### config.mk
export PLATFORM = sky130hd
export DESIGN_NAME = button_click_classifier_flat
export DESIGN_NICKNAME = d
export VERILOG_FILES = /design/src/design/bcc_pkg.sv /design/src/design/bcc_if.sv /design/src/design/button_click_classifier.sv /design/src/design/bcc_core.sv /design/src/flat_wrapper.sv
export SDC_FILE = /design/constraint.sdc
export NUM_CORES = 1
export LEC_CHECK = 0
export BUFFER_PORTS_ARGS = -buffer_cell sky130_fd_sc_hd__buf_4
export CORE_MARGIN = 3
export CORE_UTILIZATION = 50
export CTS_CLUSTER_SIZE = 12
export DETAILED_ROUTE_END_ITERATION = 12
export GPL_TIMING_DRIVEN = 0
export PLACE_DENSITY = 0.68
export RECOVER_POWER = 25
export SYNTH_ARGS = -nofsm -noshare
export SYNTH_HDL_FRONTEND = slang
export SYNTH_SLANG_ARGS = --single-unit
### constraint.sdc
create_clock -name clk -period 12.08 [get_ports clk]
set_clock_uncertainty 0.2 [all_clocks]
set_input_delay 1.812 -clock clk [delete_from_list [all_inputs] [get_ports clk]]
set_output_delay 1.812 -clock clk [all_outputs]
set_load 0.05 [all_outputs]
### src/design/bcc_pkg.sv
// ----------------------------------------------------------------------------
// bcc_pkg: shared types and constants for the button click classifier
// Request codes, event codes, register indexes and configuration bundle.
// ----------------------------------------------------------------------------
package bcc_pkg;

  localparam int unsigned TIME_W    = 32;
  localparam int unsigned CHATTER_W = 16;
  localparam int unsigned WINDOW_W  = 10;
  localparam int unsigned COUNT_W   = 8;
  localparam int unsigned CFG_IDX_W = 1;
  localparam int unsigned CFG_DATA_W = 16;

  typedef enum logic {
    REQ_EDGE = 1'b0,
    REQ_TICK = 1'b1
  } req_t;

  typedef enum logic [1:0] {
    EV_NONE   = 2'd0,
    EV_LONG   = 2'd1,
    EV_DOUBLE = 2'd2
  } ev_t;

  typedef enum logic [CFG_IDX_W-1:0] {
    CFG_CHATTER = 1'b0,
    CFG_WINDOW  = 1'b1
  } cfg_idx_t;

  localparam logic [CHATTER_W-1:0] CHATTER_RST = 16'd5000;
  localparam logic [WINDOW_W-1:0]  WINDOW_RST  = 10'd500;

  localparam logic [COUNT_W-1:0] LONG_EDGES       = 8'd1;
  localparam logic [COUNT_W-1:0] DOUBLE_MIN_EDGES = 8'd3;
  localparam logic [COUNT_W-1:0] COUNT_MAX        = 8'd255;

  typedef struct packed {
    logic [CHATTER_W-1:0] chatter_delay_us;
    logic [WINDOW_W-1:0]  window_ms;
  } cfg_t;

endpackage

### src/design/bcc_if.sv
// ----------------------------------------------------------------------------
// bcc_if: valid/ready channels of the button click classifier
// Request channel (edge or tick) and result channel (click event).
// ----------------------------------------------------------------------------
interface bcc_req_if;
  logic                              valid;
  logic                              ready;
  logic                              req_type;
  logic [bcc_pkg::TIME_W-1:0]        edge_time_us;

  modport source (output valid, output req_type, output edge_time_us, input ready);
  modport sink   (input valid, input req_type, input edge_time_us, output ready);
endinterface

interface bcc_rsp_if;
  logic       valid;
  logic       ready;
  logic [1:0] click_event;

  modport source (output valid, output click_event, input ready);
  modport sink   (input valid, input click_event, output ready);
endinterface

### src/design/button_click_classifier.sv
// ----------------------------------------------------------------------------
// button_click_classifier: debounced long press / double click detector
//
//   channel  | dir | transaction payload
//   ---------+-----+-------------------------------------------
//   req      | in  | req_type, edge_time_us
//   rsp      | out | click_event (one per request)
//   cfg      | in  | cfg_we, cfg_index, cfg_data (write only)
//
// One request per cycle while the request side is not stalled; the input register
// loads at acceptance and the result register loads from it, after the single state-update pass.
// Synchronous reset restores registers to 5000 us / 500 ms and clears state.
// A stalled result holds in its register while the input register still takes
// one more request; the request side stalls only when both are full.
// ----------------------------------------------------------------------------
module button_click_classifier (
  input  logic                                clk,
  input  logic                                rst,
  bcc_req_if.sink                             req,
  bcc_rsp_if.source                           rsp,
  input  logic                                cfg_we,
  input  logic [bcc_pkg::CFG_IDX_W-1:0]       cfg_index,
  input  logic [bcc_pkg::CFG_DATA_W-1:0]      cfg_data
);

  bcc_pkg::cfg_t               cfg;
  logic                        s1_valid;
  logic                        s1_req_type;
  logic [bcc_pkg::TIME_W-1:0]  s1_edge_time_us;
  logic                        rsp_valid;
  bcc_pkg::ev_t                rsp_event;
  bcc_pkg::ev_t                ev;
  logic                        rsp_load;
  logic                        s1_fire;

  assign rsp_load  = !rsp_valid || rsp.ready;
  assign s1_fire   = s1_valid && rsp_load;
  assign req.ready = !s1_valid || rsp_load;

  assign rsp.valid       = rsp_valid;
  assign rsp.click_event = rsp_event;

  always_ff @(posedge clk) begin
    if (rst) begin
      cfg.chatter_delay_us <= bcc_pkg::CHATTER_RST;
      cfg.window_ms        <= bcc_pkg::WINDOW_RST;
    end else if (cfg_we) begin
      unique case (cfg_index)
        bcc_pkg::CFG_CHATTER: cfg.chatter_delay_us <= cfg_data;
        bcc_pkg::CFG_WINDOW:  cfg.window_ms <= cfg_data[bcc_pkg::WINDOW_W-1:0];
        default: ;
      endcase
    end
  end

  // input register
  always_ff @(posedge clk) begin
    if (rst) begin
      s1_valid <= 1'b0;
    end else if (req.ready) begin
      s1_valid <= req.valid;
    end
  end

  always_ff @(posedge clk) begin
    if (req.ready && req.valid) begin
      s1_req_type     <= req.req_type;
      s1_edge_time_us <= req.edge_time_us;
    end
  end

  bcc_core u_core (
    .clk          (clk),
    .rst          (rst),
    .cfg          (cfg),
    .fire         (s1_fire),
    .req_type     (s1_req_type),
    .edge_time_us (s1_edge_time_us),
    .ev           (ev)
  );

  // result register
  always_ff @(posedge clk) begin
    if (rst) begin
      rsp_valid <= 1'b0;
    end else if (rsp_load) begin
      rsp_valid <= s1_valid;
    end
  end

  always_ff @(posedge clk) begin
    if (s1_fire) begin
      rsp_event <= ev;
    end
  end

endmodule

### src/design/bcc_core.sv
// ----------------------------------------------------------------------------
// bcc_core: button state and click classification
// Holds the level, edge count and window counter; updates them for one
// request per cycle and produces the event for that request.
// ----------------------------------------------------------------------------
module bcc_core (
  input  logic                         clk,
  input  logic                         rst,
  input  bcc_pkg::cfg_t                cfg,
  input  logic                         fire,
  input  logic                         req_type,
  input  logic [bcc_pkg::TIME_W-1:0]   edge_time_us,
  output bcc_pkg::ev_t                 ev
);

  logic                           pressed_level, pressed_level_next;
  logic [bcc_pkg::COUNT_W-1:0]    edge_count, edge_count_next;
  logic [bcc_pkg::WINDOW_W-1:0]   ms_count, ms_count_next;
  logic                           long_held, long_held_next;
  logic [bcc_pkg::TIME_W-1:0]     last_edge_time, last_edge_time_next;
  logic                           edge_seen, edge_seen_next;

  logic [bcc_pkg::TIME_W-1:0]     elapsed;
  logic [bcc_pkg::WINDOW_W:0]     ms_inc;

  assign elapsed = edge_time_us - last_edge_time;
  assign ms_inc  = {1'b0, ms_count} + {{bcc_pkg::WINDOW_W{1'b0}}, 1'b1};

  always_comb begin
    pressed_level_next  = pressed_level;
    edge_count_next     = edge_count;
    ms_count_next       = ms_count;
    long_held_next      = long_held;
    last_edge_time_next = last_edge_time;
    edge_seen_next      = edge_seen;
    ev                  = bcc_pkg::EV_NONE;
    if (fire) begin
      if (req_type == bcc_pkg::REQ_EDGE) begin
        pressed_level_next = ~pressed_level;
        // elapsed time wraps modulo 2^32
        if (!edge_seen ||
            elapsed >= {{(bcc_pkg::TIME_W-bcc_pkg::CHATTER_W){1'b0}},
                        cfg.chatter_delay_us}) begin
          edge_seen_next      = 1'b1;
          last_edge_time_next = edge_time_us;
          if (edge_count != bcc_pkg::COUNT_MAX) begin
            edge_count_next = edge_count + 8'd1;
          end
        end
      end else if (ms_inc >= {1'b0, cfg.window_ms}) begin
        // window closes
        ms_count_next = '0;
        if (edge_count == bcc_pkg::LONG_EDGES && pressed_level) begin
          long_held_next = 1'b1;
          ev             = bcc_pkg::EV_LONG;
        end else if (edge_count != '0) begin
          edge_count_next = '0;
          long_held_next  = 1'b0;
        end
      end else begin
        ms_count_next = ms_inc[bcc_pkg::WINDOW_W-1:0];
        if (long_held && pressed_level) begin
          ev = bcc_pkg::EV_LONG;
        end else begin
          if (long_held) begin
            long_held_next = 1'b0;
          end
          if (edge_count > bcc_pkg::DOUBLE_MIN_EDGES) begin
            edge_count_next = '0;
            long_held_next  = 1'b0;
            ev              = bcc_pkg::EV_DOUBLE;
          end
        end
      end
    end
  end

  always_ff @(posedge clk) begin
    if (rst) begin
      pressed_level  <= 1'b0;
      edge_count     <= '0;
      ms_count       <= '0;
      long_held      <= 1'b0;
      last_edge_time <= '0;
      edge_seen      <= 1'b0;
    end else begin
      pressed_level  <= pressed_level_next;
      edge_count     <= edge_count_next;
      ms_count       <= ms_count_next;
      long_held      <= long_held_next;
      last_edge_time <= last_edge_time_next;
      edge_seen      <= edge_seen_next;
    end
  end

endmodule

### src/flat_wrapper.sv
// flat-port wrapper written by rule: the top's interface ports become plain ports
module button_click_classifier_flat 
  (clk, rst, cfg_we, cfg_index, cfg_data, req_valid, req_req_type, req_edge_time_us, req_ready, rsp_valid, rsp_click_event, rsp_ready);
  bcc_req_if req_i ();
  bcc_rsp_if rsp_i ();
  input  logic clk;
  input  logic rst;
  input  logic cfg_we;
  input  logic [bcc_pkg::CFG_IDX_W-1:0] cfg_index;
  input  logic [bcc_pkg::CFG_DATA_W-1:0] cfg_data;
  input wire logic [$bits(req_i.valid)-1:0] req_valid;
  input wire logic [$bits(req_i.req_type)-1:0] req_req_type;
  input wire logic [$bits(req_i.edge_time_us)-1:0] req_edge_time_us;
  output wire logic [$bits(req_i.ready)-1:0] req_ready;
  output wire logic [$bits(rsp_i.valid)-1:0] rsp_valid;
  output wire logic [$bits(rsp_i.click_event)-1:0] rsp_click_event;
  input wire logic [$bits(rsp_i.ready)-1:0] rsp_ready;
  assign req_i.valid = req_valid;
  assign req_i.req_type = req_req_type;
  assign req_i.edge_time_us = req_edge_time_us;
  assign req_ready = req_i.ready;
  assign rsp_valid = rsp_i.valid;
  assign rsp_click_event = rsp_i.click_event;
  assign rsp_i.ready = rsp_ready;
  button_click_classifier u_core (.clk(clk), .rst(rst), .req(req_i), .rsp(rsp_i), .cfg_we(cfg_we), .cfg_index(cfg_index), .cfg_data(cfg_data));
endmodule
==> results of run 1 <==
[sequential cells by signal, indices dropped and copies added, names as in the netlist, 2 cells and up]
register	count
u_core.s1_edge_time_us	32
u_core.u_core.last_edge_time	32
u_core.u_core.edge_count	8
u_core.u_core.ms_count	10
u_core.rsp.click_event	2
u_core.cfg	26
[synth_stat cells, drive strengths merged (2+ instances only)]
| cell | instances | area, um^2 |
|---|---|---|
| a21boi | 2 | 15.0 |
| o211ai | 7 | 57.6 |
| xnor2 | 11 | 96.3 |
| a2111o | 2 | 22.5 |
| nand3 | 51 | 405 |
| or3 | 4 | 25.0 |
| o21bai | 6 | 45.0 |
| a41o | 2 | 20.0 |
| nand4 | 12 | 75.1 |
| o21a | 8 | 60.1 |
| ha | 61 | 763 |
| a21oi | 113 | 712 |
| mux2i | 2 | 20.0 |
| nor4 | 4 | 40.0 |
| nand3b | 7 | 52.6 |
| o21ai | 71 | 367 |
| edfxtp | 35 | 1050 |
| o31ai | 3 | 22.5 |
| nand2b | 8 | 50.1 |
| nand2 | 85 | 319 |
| nor2 | 45 | 169 |
| a2111oi | 3 | 45.1 |
| nor2b | 6 | 37.5 |
| a311oi | 2 | 23.8 |
| and2 | 3 | 21.3 |
| o2111ai | 7 | 67.6 |
| a31oi | 7 | 43.8 |
| a21o | 13 | 97.6 |
| xor2 | 16 | 140 |
| inv | 75 | 282 |
| buf | 18 | 138 |
| nor3 | 6 | 35.0 |
| a211o | 14 | 123 |
| clkbuf | 25 | 95.1 |
| or4 | 8 | 67.6 |
| o2bb2ai | 2 | 17.5 |
| and3 | 22 | 148 |
| dfxtp | 81 | 1620 |
| a211oi | 8 | 75.1 |
[cell families after synthesis]
| kind of cell | after synthesis | synth area share [%] |
|---|---|---|
| AOI/OAI and AO/OA | 278 | 24.9 |
| buffers and inverters | 118 | 6.79 |
| muxes | 2 | 0.264 |
| xor gates and xnor gates | 27 | 3.12 |
| adders and majority gates | 62 | 10.3 |
| and+or+nand+nor | 263 | 19.3 |
| DFF | 116 | 35.3 |
[path summary, 6_finish.rpt]
path | slack (ns) | startpoint | endpoint
hold reg to reg | 0.25 | u_core.cfg[15] | u_core.cfg[15]
setup reg to reg | 6.57 | u_core.s1_edge_time_us[1] | u_core.u_core.edge_count[2]
hold / removal | 0.25 | u_core.cfg[15] | u_core.cfg[15]
setup / recovery | 6.57 | u_core.s1_edge_time_us[1] | u_core.u_core.edge_count[2]
[routing by layer]
metal  vias to the layer above  track usage, %  part of all wire (%)
li1                       3270               -                     -
met1                      2877            29.5                    48
met2                       134            35.5                    46
met3                        25            4.62                   3.5
met4                         0            7.91                   2.2
met5                         -               0                     0
[where the power goes]
group | internal, uW | switching [uW]
Clock | 303 | 174
Combinational | 72.9 | 109
Sequential | 419 | 10.4
Total | 795 | 294
[worst min-delay path, stage by stage (launching register included)]
cell and delay [ns]:
dfxtp_1 0.30, nand2_1 0.05, a21oi_1 0.05
[final cells by class]
type	instances	area share, %
multi-input cells	632	49.9
flip-flops and latches	116	30.4
clock buffers	25	6.02
repair buffers	58	4.78
inverters	75	3.20
plain buffers	43	2.65
well taps	184	2.62
clock inverters	7	0.469
[per-stage QoR]
| step | power [uW] | hold slack [ns] |
|---|---|---|
| after floorplan | 565 | 0.235 |
| after global placement | 616 | 0.245 |
| after detailed placement | 619 | 0.248 |
| after CTS | 1100 | 0.256 |
| after global routing | 1140 | 0.277 |
| final | 1090 | 0.254 |
[layout by cell type, fill, tap and decap left out, types with 8 or more instances in the layout]
cell       netlist  layout
a211o_1         14      14
a21o_1          13      13
a21oi_1         76      76
a21oi_2         36      36
and3_1          20      20
buf_2            8       8
buf_4            0      23
buf_6            8       8
clkbuf_1        24      32
clkbuf_16        0      20
clkbuf_4         0      31
dfxtp_1         81      81
edfxtp_1        35      35
ha_1            61      61
inv_1           75      75
nand2_1         85      85
nand2b_1         8       8
nand3_1         21      21
nand3_2         30      30
nand4_1         12      12
nor2_1          45      45
o21a_1           8       8
o21ai_0         29      29
o21ai_1         39      39
xnor2_1         11      11
xor2_1          16      16
==> impl_metrics.ini, run 1 <==
[clocking]
ctsHoldBuffers = 0
path_clk_slew_ns = 0.05
post_cts.repair.setup_buffers = 0
h-tree-depth = 4
cts-root-buf = clkbuf_16
clock_latency_ns = 0.42
cts_buffer_depth = 2
clock_sinks = 116
cts_tree = yes
cts_resized = 0
numCtsBuffers = 17

[timing]
rsz0062_at_grt = no
finalSetupTns_ns = 0
final_hold_viol_count = 0
layout_min_cycle_time_ns = 5.51
fmaxAchievable_ghz = 0.182
setup_viol = 0
maxSlewHeadroom_pct = 42.3
worst_slack_ns = 6.57
worst_slew_pin_slew_ns = 0.866
fin_crit_sh_pct = 45.6
slew_viol_final = 0

[finish]
diodes = 0
fin_nets = 1060
area_delta_synth_final_pct = 16.1
fin_util_pct = 59.8
stdcell_count = 1140
nFillCells = 1337
multi_input_area_um2 = 4390
layout-drive-gt1-share_pct = 19.7
ff_latch_area_um2 = 2670
final_area_um2 = 8800

[floorplan]
die-area_um2 = 16700
core_area_um2 = 14700
fp.dieW_um = 129
die_h_um = 129
io_pins = 59
rows = 44
start_util_pct = 51.5

[worst_setup_path]
critPathCaptureType = flip-flop
required_ns = 12.22
r2r_cells = 17
path_delay_family = compound AO/OA/AOI/OAI gates
worst_setup_path_start_kind = flip-flop
critical_path_class = reg -> reg
critPathMaxStageDelay_ns = 0.71
critical_path_arrival_ns = 5.65
crit_chain = ha_1 -> nor2b_1 -> o2111ai_1 -> nand2_1 -> a21o_1 -> a21oi_1 -> xnor2_1 -> ha_1 -> a2111oi_0 -> a2111oi_0 -> o21ai_0 -> o2111ai_1 -> or4_4 -> nor4_4 -> buf_6 -> nor2_1 -> a211oi_2
critPathMaxFanout = 10
path_depth = 17
slowest_stage = nor4_4
worst-path-buf-inv = 1

[placement]
numPlacedInstances = 1108
place_congestion = 0.896
placed_cell_area_um2 = 8240
hpwlAfterDp_um = 13400
place_ws_ns = 6.66
io_buffers = 58

[synth]
ys_warn_count = 0
syn_nets = 983
syn_area_um2 = 7570
synth-seq-area-share_pct = 35.3
synthCells = 866
synth_edf_count = 35
ys_seq_elements = 116
synthArstFlopShare_pct = 0
syn_avg_cell_area_um2 = 8.75
ys.flop_type = dfxtp_1
synth_cell_type_count = 68

[route]
wl_per_cell_um = 15.5
drt_iter0_markers = 424
dr.pass1.iters = 7
drt-total-wl_um = 17700
via_count = 6306
post-route-drc-count = 0
avgViaCountPerCell = 5.53
ant_nets = 0

[global_route]
grt_pass1_vias = 6002
antenna_found_initial = 0
grt_usage_pct = 22.1
grt_max_degree = 34
grt-ovfl-total = 0
grt_first_pass_wirelength_um = 29300

[hold_path]
hold_class = reg -> reg
whs_path_depth = 2

[pwr]
ir_worst_vdd_mv = 0.151
p_leak_uw = 0.00344
powerDensity_nw_per_um2 = 124

[outcome]
status = finished clean

[run]
drv_cap = 0
Power figures use the tool's default switching activity.
==> run 2, diff against run 1 <==
- ABC_AREA: not set -> 1
- PLACE_DENSITY: 0.68 -> 0.71
- clock period: 12.08 -> 4.8 ns (I/O delays scaled with it)
==> impl_metrics.ini, run 2 <==
[outcome]
status = finished clean

[route]
drt_iter0_markers = 475
via_count = 6728
ant_nets = 0
dr.pass1.iters = 5
avgViaCountPerCell = 5.02
drt-total-wl_um = 17800
post-route-drc-count = 0
wl_per_cell_um = 13.3

[hold_path]
whs_path_depth = 2
worstHoldEndpoint = u_core.u_core.last_edge_time[24]
hold_class = reg -> reg
hp-start = u_core.u_core.last_edge_time[24]

[timing]
worst_slack_ns = 1.03
fin_crit_sh_pct = 78.5
rsz0062_at_grt = no
slew_viol_final = 0
maxSlewHeadroom_pct = 56.0
finalSetupTns_ns = 0
layout_min_cycle_time_ns = 3.77
setup_viol = 0
final_hold_viol_count = 0
worst_slew_pin_slew_ns = 0.658
fmaxAchievable_ghz = 0.265

[worst_setup_path]
crit_chain = inv_1 -> ha_1 -> fa_1 -> inv_1 -> nand3_1 -> nand3_1 -> nand3_1 -> nand3_1 -> xor2_1 -> ha_1 -> a21oi_1 -> nor3_1 -> nor3b_1 -> nand3_1 -> nor2_1 -> nand3_1 -> nor2_2 -> nand2_2 -> nand2_4 -> inv_1 -> o21ai_0 -> a21oi_1
reg2reg_from = u_core.s1_edge_time_us[0]
worst_setup_path_start_kind = flip-flop
r2r_cells = 22
r2r_slack_ns = 1.03
r2r_end = u_core.u_core.last_edge_time[0]
critPathMaxFanout = 9
slowest_stage = fa_1
required_ns = 4.89
critical_path_class = reg -> reg
critPathCaptureType = flip-flop
path_common_cell = nand3_1
critPathMaxStageDelay_ns = 0.41
critical_path_arrival_ns = 3.86

[clocking]
numCtsBuffers = 17
cts-root-buf = clkbuf_16
cts_resized = 0
clock_latency_ns = 0.41
cts_tree = yes
cts_buffer_depth = 2
post_cts.repair.setup_buffers = 0
ctsHoldBuffers = 0
clock_sinks = 116
h-tree-depth = 4
path_clk_slew_ns = 0.05

[floorplan]
rows = 44
die-area_um2 = 16500
die_h_um = 129
core_area_um2 = 14600
start_util_pct = 51.3
fp.dieW_um = 129
io_pins = 59

[finish]
top_regs = u_core.s1_edge_time_us: 32 flops, u_core.u_core.last_edge_time: 32 flops, u_core.cfg: 26 flops
layout-drive-gt1-share_pct = 12.1
diodes = 0
multi_input_area_um2 = 3980
ff_latch_area_um2 = 2670
nFillCells = 1381
area_delta_synth_final_pct = 16.9
final_common_cell = nand2_1
final_cell_mix = nand2_1 (305), inv_1 (196), dfxtp_1 (81)
fin_nets = 1259

[placement]
place_ws_ns = 1.08
place_congestion = 0.920
io_buffers = 58
hpwlAfterDp_um = 14000

[run]
drv_cap = 0

[synth]
syn_area_um2 = 7510
synth_top_area_share_pct = 21.6
yosys.area.top_type = dfxtp_1
synthCells = 1064
synth-seq-area-share_pct = 35.6
synthArstFlopShare_pct = 0
synth.most_common_cell = nand2_1
synthTopCellsByArea = dfxtp_1 (22%), nand2_1 (15%), edfxtp_1 (14%), ha_1 (10%), inv_1 (9.8%)
synthTopCellsByCount = nand2_1 (305), inv_1 (197), dfxtp_1 (81)
ys_seq_elements = 116
ys.flop_type = dfxtp_1
syn_nets = 1181
syn_avg_cell_area_um2 = 7.06
ys_warn_count = 0
synth_cell_type_count = 37
synth_edf_count = 35

[global_route]
grt_use_met2_pct = 38.0
top_usage_layer = met2
grt_pass1_vias = 6450
grt_first_pass_wirelength_um = 29800
grt_use_met1_pct = 28.5
grt_max_degree = 34
grt-ovfl-total = 0
use_met3_pct = 4.52
antenna_found_initial = 0
grt_usage_pct = 22.4

[pwr]
powerDensity_nw_per_um2 = 334
ir_worst_vdd_mv = 0.306
intPower_uw = 2110
share_seq_of_total_power_pct = 36.9
pwr-share-clk_pct = 43.0
p_sw_uw = 831
p_comb_share_pct = 20.1
swShare_pct = 28.3
p_leak_uw = 0.00431
## run 2: changes by cell type in the layout (fill, tap and decap cells not counted), sizes merged, moves of 18 or more
cell	change
nand2	+228
and3	-21
nor2	+27
a21oi	-20
inv	+126
o21ai	-18
## run 2: area by class of cell
class | count | area share (%)
inverters | 202 | 8.63
clock buffers | 22 | 5.17
clock inverters | 10 | 1.50
multi-input cells | 726 | 45.3
well taps | 184 | 2.62
flip-flops and latches | 116 | 30.4
repair buffers | 59 | 5.14
plain buffers | 20 | 1.24
## run 2: cells by family (layout without fill, tap and decap cells)
family,count (synthesis),count (layout),synth area share [%]
AOI/OAI and AO/OA,163,163,12.9
xor gates and xnor gates,28,28,3.26
adders and majority gates,62,62,10.4
buffers and inverters,222,313,11.5
DFF,116,116,35.6
and+or+nand+nor,473,473,26.3
## run 2: per-layer routing
metal / up-vias / wire length (um)
met4: 0 / 369
met1: 3023 / 8400
met5: - / 0
met2: 142 / 8300
met3: 23 / 745
li1: 3540 / -
## run 2: stage by stage
step	area (um^2)	instances	hold slack [ns]	total power (uW)	util, %
floorplan	7510	1064	0.235	1530	-
global placement	8180	1306	0.250	1680	55.9
detailed placement	8180	1306	0.253	1690	55.9
CTS	8770	1338	0.260	2960	59.9
global route	8780	1339	0.280	3100	60.0
finish	8780	1339	0.257	2940	60.0
## run 2: power groups by stage
stage / clock network [uW] / registers, uW / logic (uW)
global route: 1330 / 1090 / 682
CTS: 1280 / 1080 / 593
detailed placement: 0 / 1100 / 586
finish: 1260 / 1080 / 592
floorplan: 0 / 1100 / 424
global placement: 0 / 1100 / 575
## run 2: worst max path at each step
stage	cells after the start	startpoint	slack, ns	end
finish	22	u_core.s1_edge_time_us[0]	1.03	u_core.u_core.last_edge_time[0]
global route	22	u_core.s1_edge_time_us[0]	0.79	u_core.u_core.last_edge_time[0]
CTS	22	u_core.s1_edge_time_us[0]	1.07	u_core.u_core.last_edge_time[0]
detailed placement	22	u_core.s1_edge_time_us[0]	1.08	u_core.u_core.last_edge_time[0]
global placement	22	u_core.s1_edge_time_us[0]	1.13	u_core.u_core.last_edge_time[0]
floorplan	22	u_core.s1_edge_time_us[2]	1.67	u_core.u_core.edge_seen
## run 2: worst max-delay path, delay by kind of cell (launching register included)
kind	cells	cell delay, ns
XOR/XNOR	1	0.13
adder cells (fa/ha/maj)	3	0.81
flip-flops	1	0.32
AO/OA/AOI/OAI	3	0.35
buffers and inverters	3	0.34
AND/OR/NAND/NOR	12	1.49
==> run 3, diff against run 2 <==
- ABC_AREA: 1 -> 0
- PLACE_DENSITY: 0.71 -> 0.68
- clock period: 4.8 -> 3.5 ns (I/O delays scaled with it)
==> impl_metrics.ini, run 3 (synthesis gave the netlist of run 1 again) <==
[hold_path]
whs_path_depth = 1
hold_class = in -> reg
worstHoldEndpoint = u_core.s1_edge_time_us[4]
hp-start = req_edge_time_us[4]

[clocking]
numCtsBuffers = 17
ctsHoldBuffers = 0
cts_buffer_depth = 2
clock_sinks = 116
h-tree-depth = 4
clock_latency_ns = 0.42
cts-root-buf = clkbuf_16
cts_tree = yes
path_clk_slew_ns = 0.05

[placement]
numPlacedInstances = 1108
hpwlAfterDp_um = 13600
io_buffers = 58
placed_cell_area_um2 = 8340
place_congestion = 0.909

[pwr]
ir_worst_vdd_mv = 0.608
p_sw_uw = 1080
p_leak_uw = 0.00367
swShare_pct = 25.8
share_seq_of_total_power_pct = 35.6
intPower_uw = 3090
powerDensity_nw_per_um2 = 441
p_comb_share_pct = 17.0
pwr-share-clk_pct = 47.3

[global_route]
grt_max_degree = 34
antenna_found_initial = 0
grt_first_pass_wirelength_um = 30200
grt_usage_pct = 22.8
grt_pass1_vias = 6177
grt-ovfl-total = 0

[timing]
finalSetupTns_ns = -47.56
maxSlewHeadroom_pct = 43.1
worst_slew_pin_slew_ns = 0.854
layout_min_cycle_time_ns = 4.72
worst_slack_ns = -1.22
final_hold_viol_count = 0
setup_viol = 40
rsz0062_at_grt = yes
slew_viol_final = 0
fin_crit_sh_pct = 135
fmaxAchievable_ghz = 0.212

[worst_setup_path]
reg2reg_from = u_core.s1_edge_time_us[0]
required_ns = 3.56
worst_setup_path_start_kind = flip-flop
critPathMaxFanout = 10
r2r_slack_ns = -1.22
r2r_end = u_core.u_core.last_edge_time[19]
critPathMaxStageDelay_ns = 0.55
slowest_stage = or4_4
critPathCaptureType = flip-flop
crit_chain = inv_2 -> ha_4 -> fa_2 -> nand2b_4 -> a21oi_4 -> nor2_2 -> nor2_1 -> a31oi_1 -> xnor2_1 -> ha_1 -> nand3_2 -> a21oi_2 -> a2111oi_4 -> o2111ai_2 -> or4_4 -> or4_4 -> buf_8 -> buf_12 -> nand3_2 -> a21oi_2
r2r_cells = 20
critical_path_arrival_ns = 4.78
critical_path_class = reg -> reg

[route]
ant_nets = 0
wl_per_cell_um = 15.9
drt-total-wl_um = 18500
drt_iter0_markers = 410
dr.pass1.iters = 7
post-route-drc-count = 0
avgViaCountPerCell = 5.69
via_count = 6628

[floorplan]
die-area_um2 = 16700
fp.dieW_um = 129
core_area_um2 = 14700
rows = 44
die_h_um = 129
io_pins = 59
start_util_pct = 51.5

[outcome]
violations = setup timing
status = finished, violations left

[finish]
stdcell_count = 1164
fin_nets = 1084
area_delta_synth_final_pct = 24.6
final_common_cell = nand2_1
top_regs = u_core.s1_edge_time_us: 32 flops, u_core.u_core.last_edge_time: 32 flops, u_core.cfg: 26 flops
diodes = 0
nFillCells = 1260
final_area_um2 = 9440
final_cell_mix = nand2_1 (83), dfxtp_1 (80), inv_1 (74)
fin_util_pct = 64.2
layout-drive-gt1-share_pct = 26.0

[run]
drv_cap = 0
-- run 3: stage by stage --
stage / power, uW / worst slack (ns) / hold WS [ns]
finish: 4160 / -1.22 / 0.0833
global route: 4340 / -1.39 / 0.0684
CTS: 4190 / -1.21 / 0.0628
detailed placement: 2150 / -1.63 / 0.249
global placement: 2140 / -1.62 / 0.244
floorplan: 1970 / -0.847 / 0.235
-- run 3: power groups by stage --
stage | logic, uW | clock network [uW] | registers, uW
5_1_grt | 786 | 2060 | 1490
3_3_place_gp | 635 | 0 | 1510
6_report | 709 | 1970 | 1480
2_1_floorplan | 460 | 0 | 1510
3_5_place_dp | 643 | 0 | 1510
4_1_cts | 699 | 2000 | 1480
-- run 3: critical path: cells and delay by family, from the launching register on --
| family | cells | cell delay (ns) |
|---|---|---|
| buffers and inverters | 3 | 0.36 |
| flip-flops | 1 | 0.37 |
| adder cells (fa/ha/maj) | 3 | 0.84 |
| AND/OR/NAND/NOR | 7 | 1.57 |
| XOR/XNOR | 1 | 0.26 |
| AO/OA/AOI/OAI | 6 | 0.96 |
-- run 3: cell type report --
type                    instances  area [um^2]  share of cell area (%)
plain buffers                  43          265                    2.81
clock buffers                  20          479                    5.08
clock inverters                12          198                    2.09
inverters                      75          282                    2.98
multi-input cells             632         4670                    49.5
flip-flops and latches        116         2670                    28.3
well taps                     184          230                    2.44
repair buffers                 82          639                    6.77
-- run 3: worst max-delay path by stage --
stage / start / end / slack [ns] / cells past startpoint
detailed placement: u_core.s1_edge_time_us[1] / u_core.u_core.edge_count[2] / -1.63 / 17
finish: u_core.s1_edge_time_us[0] / u_core.u_core.last_edge_time[19] / -1.22 / 20
floorplan: u_core.s1_edge_time_us[1] / u_core.u_core.last_edge_time[1] / -0.85 / 20
CTS: u_core.s1_edge_time_us[0] / u_core.u_core.last_edge_time[6] / -1.21 / 20
global placement: u_core.s1_edge_time_us[1] / u_core.u_core.edge_count[2] / -1.62 / 17
global route: u_core.s1_edge_time_us[0] / u_core.u_core.last_edge_time[16] / -1.39 / 20
-- run 3: repair_timing --
action | CTS | global route
endpoints found under the setup margin | 46 | 50
setup buffers | 19 | 4
cloned | 1 | 0
pin swaps | 20 | 11
resized for setup | 38 | 12
-- run 3: layer usage --
metal	share of wire, %	GRT usage (%)
met2	47	37.8
met4	1.7	6.11
met5	0	0
met1	47	29.9
met3	4.3	5.52
